===== src/hass_pkg.sv =====
`timescale 1ns / 1ps

package hass_pkg;

   localparam int GRID_MAX_DEF    = 64;
   localparam int SAMPLE_BITS_DEF = 24;
   localparam int GRID_MIN        = 3;
   localparam int COEF_BITS       = 18;
   localparam int FRAC_BITS       = 17;
   localparam int POS_BITS        = 6;
   localparam int SIZE_BITS       = 7;
   localparam int CSR_IDX_BITS    = 3;
   localparam int CSR_DATA_BITS   = 18;

   localparam logic [SIZE_BITS-1:0] GRID_SIZE_RST  = 7'd40;
   localparam logic [SIZE_BITS-1:0] SPLIT_RST      = 7'd20;
   localparam logic signed [COEF_BITS-1:0] LEFT_COEF_RST  = 18'sd4194;
   localparam logic signed [COEF_BITS-1:0] RIGHT_COEF_RST = 18'sd1049;
   localparam logic signed [COEF_BITS-1:0] ADV_COEF_RST   = 18'sd0;

   typedef enum logic [CSR_IDX_BITS-1:0] {
      CSR_GRID_SIZE    = 3'd0,
      CSR_SPLIT_COLUMN = 3'd1,
      CSR_LEFT_COEF    = 3'd2,
      CSR_RIGHT_COEF   = 3'd3,
      CSR_ADV_COEF     = 3'd4
   } csr_index_type;

   // per-item control carried down the update pipeline
   typedef struct packed {
      logic                has_pt;
      logic                has_cp;
      logic                pt_copy;
      logic                right;
      logic [POS_BITS-1:0] row;
      logic [POS_BITS-1:0] col;
      logic                done;
   } meta_type;

endpackage


===== src/hass_cell.sv =====
`timescale 1ns / 1ps

module hass_cell
   import hass_pkg::*;
#(
   parameter int SAMPLE_BITS = SAMPLE_BITS_DEF
) (
   input  logic                   clock,
   input  logic                   shift_en,
   input  logic                   load,
   input  logic [SAMPLE_BITS-1:0] new_data,
   input  logic [SAMPLE_BITS-1:0] prev_data,
   output logic [SAMPLE_BITS-1:0] data_out
);

   logic [SAMPLE_BITS-1:0] data_ff;
   logic [SAMPLE_BITS-1:0] data_in;

   assign data_in  = load ? new_data : prev_data;
   assign data_out = data_ff;

   always_ff @(posedge clock) begin
      if (shift_en) begin
         data_ff <= data_in;
      end
   end

endmodule


===== src/hass_line.sv =====
`timescale 1ns / 1ps

module hass_line
   import hass_pkg::*;
#(
   parameter int GRID_MAX    = GRID_MAX_DEF,
   parameter int SAMPLE_BITS = SAMPLE_BITS_DEF,
   localparam int XW         = $clog2(GRID_MAX)
) (
   input  logic                   clock,
   input  logic                   shift_en,
   input  logic [XW-1:0]          insert_at,
   input  logic [SAMPLE_BITS-1:0] new_data,
   output logic [SAMPLE_BITS-1:0] tail,
   output logic [SAMPLE_BITS-1:0] next_tail
);

   logic [SAMPLE_BITS-1:0] chain [GRID_MAX];

   // new beat enters at GRID_MAX - n and reaches the tail n beats later
   for (genvar j = 0; j < GRID_MAX; j++) begin : g_cell
      logic [SAMPLE_BITS-1:0] prev;
      if (j == 0) begin : g_head
         assign prev = new_data;
      end else begin : g_body
         assign prev = chain[j-1];
      end
      hass_cell #(
         .SAMPLE_BITS(SAMPLE_BITS)
      ) u_cell (
         .clock    (clock),
         .shift_en (shift_en),
         .load     (insert_at == XW'(j)),
         .new_data (new_data),
         .prev_data(prev),
         .data_out (chain[j])
      );
   end

   assign tail      = chain[GRID_MAX-1];
   assign next_tail = chain[GRID_MAX-2];

endmodule


===== config.mk =====
export PLATFORM = sky130hd
export DESIGN_NAME = hass_line
export DESIGN_NICKNAME = d
export VERILOG_FILES = /design/src/hass_pkg.sv /design/src/hass_cell.sv /design/src/hass_line.sv
export SDC_FILE = /design/constraint.sdc
export NUM_CORES = 2
export LEC_CHECK = 0
export BUFFER_PORTS_ARGS = -buffer_cell sky130_fd_sc_hd__buf_2
export CAP_MARGIN = 20
export CORE_MARGIN = 2
export CORE_UTILIZATION = 50
export DETAILED_ROUTE_END_ITERATION = 10
export PLACE_DENSITY = 0.66
export SYNTH_ARGS = -nofsm -noshare
export SYNTH_HDL_FRONTEND = slang
export SYNTH_SLANG_ARGS = --single-unit

===== constraint.sdc =====
create_clock -name clock -period 6.5 [get_ports clock]
set_input_delay 1.625 -clock clock [delete_from_list [all_inputs] [get_ports clock]]
set_output_delay 1.625 -clock clock [all_outputs]
set_load 0.01 [all_outputs]

==> flow_summary.yaml <==
route:
  dr_total_vias: 30410
  post_drt_via_cell_ratio: 5.710
  first_pass_iters: 6
  finalWirelength_um: 128300
  drt_drc_violations_left: 0
  route.antenna.remaining_nets: 0
  number_of_drc_markers_after_the_initial_detailed_route_iteration: 2710
  detail_route.wl_per_cell_um: 24.10
critical_path:
  type_of_the_worst_setup_path: "in -> reg"
  worst_path_dominant_cell_family: "simple AND/OR/NAND/NOR gates"
  worst-path-buf-inv: 1
  r2r_start: "g_cell[35].u_cell.data_out[9]"
  worst_setup_start_kind: "input port"
  crit_start: "insert_at[4]"
  worstPathArrival_ps: 3970
  timing.critical_path.required_ps: 7020
  slowest_stage: "sky130_fd_sc_hd__nand2_1"
  critPathMaxStageDelay_ps: 780
  worstPathCellList: "buf_2 -> nor4b_2 -> nand2_1 -> mux2_1"
  worst_setup_path_end_kind: "register"
  crit_fanout: 24
placement:
  pre_cts_slack_ps: 2121
  place_congestion: 0.7876
  buffer_ports.inserted: 79
  dpl.hpwl_um: 70560
clocking:
  numCtsBuffers: 160
  cts_hold_buf: 0
  clk-insertion-delay-late_ps: 780
  clkTransAtPathRegs_ps: 60
  clkSinkCount: 1536
  cts-root-to-sink-buffers: 3
  post_cts_resized: 0
  cts_setup_buffers: 0
  tritoncts: "built"
  cts-htree-levels: 4
  clockRootBuffer: "sky130_fd_sc_hd__clkbuf_16"
floorplan:
  height_of_the_die_um: 365.1
  boundaryPins: 80
  die_area_um2: 133300
  floorplan.die.width_um: 365.1
  core_area_um2: 129500
  core.rowCount: 132
  floorplan.initialDensity_pct: 50.34
sta:
  finalWorstPathRequiredPeriod_ps: 3455
  max_freq_ghz: 0.2894
  report.final.hold_viol_count: 0
  totalNegativeSetupSlack_ps: 0
  final_setup_viols: 0
  timing.final.max_slew_violations: 0
  fin_worst_skew_ps: 24.08
  holdWs_ps: 526.4
  timing_worst_slew_pin_value_ps: 1173
  final.period_utilization_pct: 53.16
  slew_headroom_pct: 21.78
  rsz0062_at_grt: "no"
  fin_ws_ps: 3045
status:
  outcome: "complete, no violations"
synthesis:
  synth_warnings: 0
  netlist_top_cells_area: "sky130_fd_sc_hd__edfxtp_1, sky130_fd_sc_hd__mux2_2, sky130_fd_sc_hd__mux2_1, sky130_fd_sc_hd__clkbuf_1, sky130_fd_sc_hd__buf_2"
  syn_inst_count: 3447
  ys_seq_elements: 1536
  synth.lib_cells_used.distinct: 20
  avgSynthCellArea_um2: 18.91
  netlist.area_leader.share_pct: 70.76
  synth.net_count: 3479
  synth_top_area_cell: "sky130_fd_sc_hd__edfxtp_1"
  synth-seq-area-share_pct: 70.76
  synthesis.area_um2: 65190
power_and_ir_drop:
  power.share.switching_pct: 20.73
  cell_int_power_mw: 17.48
  power_density_over_the_cells_nw_per_um2: 303.9
  cellLeakagePower_nw: 24.69
  clockPowerShare_pct: 41.6
  share_seq_of_total_power_pct: 53.4
  combinationalPowerShare_pct: 5.0
  vdd.ir_drop.worst_uv: 278.2
  total_switching_power_mw: 4.571
final_layout:
  areaGrowthSynthToFinish_pct: 11.32
  layout-drive-gt1-share_pct: 49.36
  nets: 3485
  largest_register_ffs: 1536
global_route:
  grt_max_degree: 197
  grt_remaining_overflow: 0
  via_count_of_the_first_global_routing_pass: 31850
  first_pass_grt_wire_length_um: 196500
  antenna_found_initial: 11
  grt_use_total_pct: 19.40
run:
  drv.max_cap_violation_count: 0
min_path:
  min_from: "g_cell[44].u_cell.data_out[3]"
  hold_class: "reg -> reg"
==> worst paths after layout <==
check,end,slack (ps),cells past startpoint
hold reg to reg,g_cell[45].u_cell.data_out[3],530,1
hold / removal,g_cell[45].u_cell.data_out[3],530,1
setup reg to reg,g_cell[36].u_cell.data_out[9],5440,1
setup / recovery,g_cell[16].u_cell.data_out[14],3040,4
==> per-stage QoR <==
step                cells  power [mW]  utilization (%)  area (µm²)
global route         5326       22.80            56.04       72560
detailed placement   5025       13.08            51.81       67090
finish               5326       22.06            56.04       72560
floorplan            3447       12.55                -       65190
CTS                  5316       22.28            55.88       72360
global placement     5018       13.04            51.69       66940
==> routing by layer <==
layer	up-vias	track usage [%]	share of wire (%)
met5	-	0	0.034
met4	6	5.382	2.0
met3	190	4.239	5.8
met2	772	31.29	48
met1	15970	26.68	44
li1	13470	-	-
==> power groups by stage <==
stage	sequential, mW	combinational (mW)	clock (mW)
6_report	11.8	1.11	9.18
4_1_cts	11.8	1.12	9.39
3_5_place_dp	12.0	1.11	0
3_3_place_gp	12.0	1.08	0
2_1_floorplan	11.9	0.647	0
5_1_grt	11.8	1.21	9.77
==> placed cells by master, fill, tap and decap left out, types with 24 or more instances in the layout <==
master	instances
sky130_fd_sc_hd__buf_2	78
sky130_fd_sc_hd__buf_4	54
sky130_fd_sc_hd__clkbuf_1	29
sky130_fd_sc_hd__clkbuf_16	165
sky130_fd_sc_hd__clkinv_1	38
sky130_fd_sc_hd__clkinv_2	24
sky130_fd_sc_hd__edfxtp_1	1536
sky130_fd_sc_hd__mux2_1	179
sky130_fd_sc_hd__mux2_2	1333
sky130_fd_sc_hd__nand2_2	25
==> layout make-up <==
type                       instances  area [µm²]
clock inverter                    97        1033
antenna                            2       5.005
timing repair buffer             156        1326
multi-input combinational       1599       17660
tap                             1742        2180
sequential                      1536       46120
fill                            9706       56920
clock buffer                     194        4238
==> kinds of logic after synthesis <==
family                 synth area share, %
DFF                                  70.76
muxes                                26.12
buffers and inverters                2.186
and+or+nand+nor                     0.9348
==> cell usage after synthesis, drive strengths merged <==
cell type and count:
clkbuf 153, nor2b 2, or2 1, nand4b 4, nand4 1, nor4b 4, and4bb 6, nor2 21
nand2 44, buf 159, nand2b 2, mux2 1512, edfxtp 1536, nor4 1, and2 1
Note: power is estimated with default switching activity, not from simulation.
