===== src/hass_pkg.sv =====
`timescale 1ns / 1ps

package hass_pkg;

   localparam int GRID_MAX_DEF    = 64;
   localparam int SAMPLE_BITS_DEF = 24;
   localparam int GRID_MIN        = 3;
   localparam int COEF_BITS       = 18;
   localparam int FRAC_BITS       = 17;
   localparam int POS_BITS        = 6;
   localparam int SIZE_BITS       = 7;
   localparam int CSR_IDX_BITS    = 3;
   localparam int CSR_DATA_BITS   = 18;

   localparam logic [SIZE_BITS-1:0] GRID_SIZE_RST  = 7'd40;
   localparam logic [SIZE_BITS-1:0] SPLIT_RST      = 7'd20;
   localparam logic signed [COEF_BITS-1:0] LEFT_COEF_RST  = 18'sd4194;
   localparam logic signed [COEF_BITS-1:0] RIGHT_COEF_RST = 18'sd1049;
   localparam logic signed [COEF_BITS-1:0] ADV_COEF_RST   = 18'sd0;

   typedef enum logic [CSR_IDX_BITS-1:0] {
      CSR_GRID_SIZE    = 3'd0,
      CSR_SPLIT_COLUMN = 3'd1,
      CSR_LEFT_COEF    = 3'd2,
      CSR_RIGHT_COEF   = 3'd3,
      CSR_ADV_COEF     = 3'd4
   } csr_index_type;

   // per-item control carried down the update pipeline
   typedef struct packed {
      logic                has_pt;
      logic                has_cp;
      logic                pt_copy;
      logic                right;
      logic [POS_BITS-1:0] row;
      logic [POS_BITS-1:0] col;
      logic                done;
   } meta_type;

endpackage


===== src/hass_update.sv =====
`timescale 1ns / 1ps

module hass_update
   import hass_pkg::*;
#(
   parameter int SAMPLE_BITS = SAMPLE_BITS_DEF,
   localparam int SB         = SAMPLE_BITS,
   localparam int LW         = SB + 3,
   localparam int DW         = SB + 1
) (
   input  logic                        clock,
   input  logic                        reset,
   input  logic                        en,
   input  logic                        in_valid,
   input  meta_type                    in_meta,
   input  logic signed [LW-1:0]        in_lap,
   input  logic signed [DW-1:0]        in_diff,
   input  logic [SB-1:0]               in_mid,
   input  logic [SB-1:0]               in_samp,
   input  logic signed [COEF_BITS-1:0] left_coef,
   input  logic signed [COEF_BITS-1:0] right_coef,
   input  logic signed [COEF_BITS-1:0] adv_coef,
   output logic                        out_valid,
   output meta_type                    out_meta,
   output logic [SB-1:0]               out_value,
   output logic [SB-1:0]               out_samp
);

   localparam int PW1 = LW + COEF_BITS;
   localparam int PW2 = DW + COEF_BITS;
   localparam int T1W = PW1 - FRAC_BITS;
   localparam int T2W = PW2 - FRAC_BITS;
   localparam int VW  = SB + 6;
   localparam logic signed [PW1-1:0] HALF1 = PW1'(1) <<< (FRAC_BITS - 1);
   localparam logic signed [PW2-1:0] HALF2 = PW2'(1) <<< (FRAC_BITS - 1);

   // products
   logic                        v2_ff, v2_in;
   meta_type                    m2_ff;
   logic signed [PW1-1:0]       p1_ff, p1_in;
   logic signed [PW2-1:0]       p2_ff, p2_in;
   logic [SB-1:0]               mid2_ff, samp2_ff;
   logic signed [COEF_BITS-1:0] c_lap, c_adv;

   // rounded terms
   logic                  v3_ff, v3_in;
   meta_type              m3_ff;
   logic signed [T1W-1:0] t1_ff, t1_in;
   logic signed [T2W-1:0] t2_ff, t2_in;
   logic [SB-1:0]         mid3_ff, samp3_ff;
   logic signed [PW1-1:0] p1r;
   logic signed [PW2-1:0] p2r;

   // sum and saturate
   logic                 v4_ff, v4_in;
   meta_type             m4_ff;
   logic [SB-1:0]        val4_ff, val4_in;
   logic [SB-1:0]        samp4_ff;
   logic signed [VW-1:0] sum;
   logic [SB-1:0]        sat;
   logic                 ovf;

   assign c_lap = in_meta.right ? right_coef : left_coef;
   assign c_adv = in_meta.right ? adv_coef : '0;
   assign p1_in = in_lap * c_lap;
   assign p2_in = in_diff * c_adv;
   assign v2_in = in_valid;

   assign p1r   = p1_ff + HALF1;
   assign p2r   = p2_ff + HALF2;
   assign t1_in = p1r[PW1-1:FRAC_BITS];
   assign t2_in = p2r[PW2-1:FRAC_BITS];
   assign v3_in = v2_ff;

   assign sum = {{(VW-SB){mid3_ff[SB-1]}}, mid3_ff}
              + {{(VW-T1W){t1_ff[T1W-1]}}, t1_ff}
              - {{(VW-T2W){t2_ff[T2W-1]}}, t2_ff};
   assign ovf = !((&sum[VW-1:SB-1]) || !(|sum[VW-1:SB-1]));
   assign sat = ovf ? {sum[VW-1], {(SB-1){!sum[VW-1]}}} : sum[SB-1:0];
   assign val4_in = m3_ff.pt_copy ? mid3_ff : sat;
   assign v4_in   = v3_ff;

   always_ff @(posedge clock) begin
      if (reset) begin
         v2_ff <= 1'b0;
         v3_ff <= 1'b0;
         v4_ff <= 1'b0;
      end else if (en) begin
         v2_ff <= v2_in;
         v3_ff <= v3_in;
         v4_ff <= v4_in;
      end
   end

   always_ff @(posedge clock) begin
      if (en) begin
         m2_ff    <= in_meta;
         p1_ff    <= p1_in;
         p2_ff    <= p2_in;
         mid2_ff  <= in_mid;
         samp2_ff <= in_samp;
         m3_ff    <= m2_ff;
         t1_ff    <= t1_in;
         t2_ff    <= t2_in;
         mid3_ff  <= mid2_ff;
         samp3_ff <= samp2_ff;
         m4_ff    <= m3_ff;
         val4_ff  <= val4_in;
         samp4_ff <= samp3_ff;
      end
   end

   assign out_valid = v4_ff;
   assign out_meta  = m4_ff;
   assign out_value = val4_ff;
   assign out_samp  = samp4_ff;

endmodule


===== config.mk =====
export PLATFORM = sky130hd
export DESIGN_NAME = hass_update
export DESIGN_NICKNAME = d
export VERILOG_FILES = /design/src/hass_pkg.sv /design/src/hass_update.sv
export SDC_FILE = /design/constraint.sdc
export NUM_CORES = 2
export LEC_CHECK = 0
export BUFFER_PORTS_ARGS = -buffer_cell sky130_fd_sc_hd__buf_2
export CAP_MARGIN = 10
export CORE_UTILIZATION = 65
export DETAILED_ROUTE_END_ITERATION = 8
export GPL_ROUTABILITY_DRIVEN = 0
export PLACE_DENSITY = 0.84
export SYNTH_ARGS = -nofsm -noshare
export SYNTH_HDL_FRONTEND = slang
export SYNTH_SLANG_ARGS = --single-unit

===== constraint.sdc =====
create_clock -name clock -period 22.6 [get_ports clock]
set_input_delay 1.13 -clock clock [delete_from_list [all_inputs] [get_ports clock]]
set_output_delay 1.13 -clock clock [all_outputs]
set_load 0.05 [all_outputs]

==> results.cfg <==
[setup_path]
path_buf_inv = 6
cp-endpoint = p2_ff[42]$_DFFE_PP_
crit_fanout = 74
critical_path.most_common_cell = fa_1
cp.required_ps = 22990
cp_slowest_cell = and2_1
reg2regPathDepth = 14
reg2reg_from = t1_ff[1]$_DFFE_PP_
reg2reg_to = out_value[17]$_DFFE_PP_
setup.worst_path.start = in_meta[13]
worst-path-stages = 26
startpoint_type = input pin
crit_family = adder cells
crit_type = input pin to flip-flop
cp-end-kind = flip-flop
worstPathArrival_ps = 9750
slowest_delay_ps = 860
worst-r2r-setup-slack_ps = 17830

[logic_synthesis]
yosysWarnings = 0
synth-edff-count = 305
syn_avg_cell_area_um2 = 10.2
synth_nets = 5767
yosys_most_used_dff = edfxtp_1
synth.distinct_cells = 66
ys_seq_area_share_pct = 20.5
synthArstFlopShare_pct = 0
syn_area_um2 = 44900
synth-seq-cells = 308
syn_inst = 4412

[clocking]
htree_levels = 1
clk_latency_ps = 560
ctsHoldBuffers = 0
cts_resized = 0
clkTransAtPathRegs_ps = 60
cts_tree = yes
cts_sinks = 308
cts_buffers = 29
post_cts_buffers = 0
clock_path_buffers = 3
root_buffer = clkbuf_16

[die]
initial_utilization_pct = 65.6
fp.dieW_um = 265
dieArea_um2 = 70100
die_h_um = 265
design.core.area_um2 = 68500
row_count = 96
num_io_pins = 241

[place]
port_buffers = 240
dp_hpwl_mm = 78.7
place_inst = 5364

[detailed_routing]
avgViaCountPerCell = 5.62
routedWlPerCell_um = 18.2
ant_nets = 0
num_vias = 30445
first_iter_violations = 2506
dr.pass1.iters = 6
drc_errors = 0
totalWireLength_mm = 98.5

[timing]
slew_viol_final = 0
fmax_mhz = 107
rsz0062_at_grt = no
fin_worst_skew_ps = 9.89
relSlewSlack_pct = 28.7
worst_pin_slew_ps = 1060
setup_violations = 0
report.final.hold_viol_count = 0
totalNegativeSetupSlack_ps = 0
period_needed_ps = 9360
final.period_utilization_pct = 41.4

[final_layout]
fill_cells = 4936
regArea_um2 = 9220
multi_input_area_um2 = 30700
syn_to_final_growth_pct = 5.79
finalNonFillerCells = 5416
nets = 5868
drive_gt1_share_pct = 7.43

[run]
max-cap-violations = 0

[global_routing]
gr-total-overflow = 0
grt_max_degree = 173
groute.usage.overall_pct = 29.2
grt_pass1_vias = 32530
antenna_found_initial = 6
grt_pass1_wl_mm = 163

[run_status]
outcome = finished clean

[min_path]
worstHoldPathType = flip-flop to flip-flop
min-delay-start = samp2_ff[7]$_DFFE_PP_
[synthesized netlist by cell type, types with 5 or more instances]
cell type	count	area [um^2]
nor2b_1	11	68.8
nor2_1	92	345
or2_2	17	106
nand2b_1	5	31.3
ha_1	240	3000
a21o_1	36	270
o21bai_1	6	45.0
or3_1	9	56.3
inv_1	1140	4280
and3_1	173	1080
o21ai_1	6	30.0
clkbuf_1	155	582
o21ai_0	23	115
a21oi_1	68	340
mux2i_1	5	50.1
nand2_1	609	2290
mux2_2	17	191
o21a_1	9	67.6
nand4_1	20	125
buf_1	24	90.1
a211oi_1	5	37.5
edfxtp_1	305	9160
a31oi_1	6	37.5
nor3_1	17	85.1
and2_1	207	1290
a221o_1	25	250
fa_1	940	18800
xor2_1	41	359
xnor2_1	107	937
and4_1	6	52.6
nand3_1	30	150
o211ai_1	8	60.1
[worst reg2reg max path, stage by stage (launching register included)]
cell and delay [ps]:
edfxtp_1 320, inv_1 60, fa_1 570, inv_1 60
ha_1 270, a21o_1 160, a21oi_1 260, o211ai_1 210
a21oi_1 390, o21bai_1 290, a211oi_1 350, o41a_1 170
o211ai_1 150, o41a_1 770, a221o_1 470
[how the worst min path moves through the flow]
stage | endpoint | slack [ps] | cells after the start
after CTS | samp3_ff[7]$_DFFE_PP_ | 420 | 0
after detailed placement | mid3_ff[20]$_DFFE_PP_ | 400 | 0
after global routing | out_meta[10]$_DFFE_PP_ | 420 | 0
final | samp3_ff[7]$_DFFE_PP_ | 420 | 0
after floorplan | m3_ff[0]$_DFFE_PP_ | 400 | 0
after global placement | samp3_ff[10]$_DFFE_PP_ | 400 | 0
[state kept, by name, summed over array words and instances (netlist names)]
signal     flops
out_samp      24
v3_ff          1
p1_ff         29
v2_ff          1
mid2_ff       24
samp2_ff      24
out_meta      17
out_valid      1
out_value     24
m2_ff         17
t2_ff         26
samp3_ff      24
t1_ff         28
p2_ff         27
mid3_ff       24
m3_ff         17
[cell families after synthesis]
| group | Yosys count | share of synthesized area (%) |
|---|---|---|
| muxes | 22 | 0.538 |
| AOI/OAI and AO/OA | 227 | 3.56 |
| and+or+nand+nor | 1204 | 12.8 |
| DFF | 308 | 20.5 |
| xor gates and xnor gates | 148 | 2.89 |
| adders and majority gates | 1180 | 48.6 |
| buffers and inverters | 1323 | 11.1 |
[metrics by stage]
step	worst slack (ps)	utilization (%)	hold slack, ps	instance area [um^2]
final	13240	69.4	415	47500
after CTS	13370	69.4	418	47500
after global routing	12770	69.4	420	47500
after floorplan	14340	-	400	44900
after global placement	13090	68.1	400	46600
after detailed placement	12820	68.1	405	46600
[metal layers]
layer	GRT usage, %	routed length [um]	up-vias	share of wire [%]
met3	5.17	9190	238	9.3
li1	-	-	13394	-
met1	39.8	38400	15358	39
met5	0	54	-	0.055
met2	48.1	47600	1447	48
met4	8.98	3180	8	3.2
[layout by cell type, fill, tap and decap left out, drive strengths merged, types with 7 or more instances in the layout]
cell type	instances
inv	1142
fa	940
nand2	609
edfxtp	305
buf	253
ha	240
and2	207
and3	173
xnor2	107
nor2	92
a21oi	68
xor2	41
a21o	36
clkbuf	34
nand3	30
o21ai	30
a221o	25
nand4	20
or2	18
mux2	17
nor3	17
nor2b	12
clkinv	12
o21a	9
or3	9
o211ai	8
o21bai	7
[cell type report]
type / count / area share [%]
Sequential cell: 308 / 19.4
Clock inverter: 17 / 0.266
Multi-Input combinational cell: 2781 / 64.6
Antenna cell: 1 / 0.00527
Tap cell: 882 / 2.32
Clock buffer: 34 / 1.57
Inverter: 1140 / 9.01
Timing Repair Buffer: 253 / 2.79
Power is not shown: default switching activity piles up to over one toggle a cycle in this logic, so the estimate is an artifact.
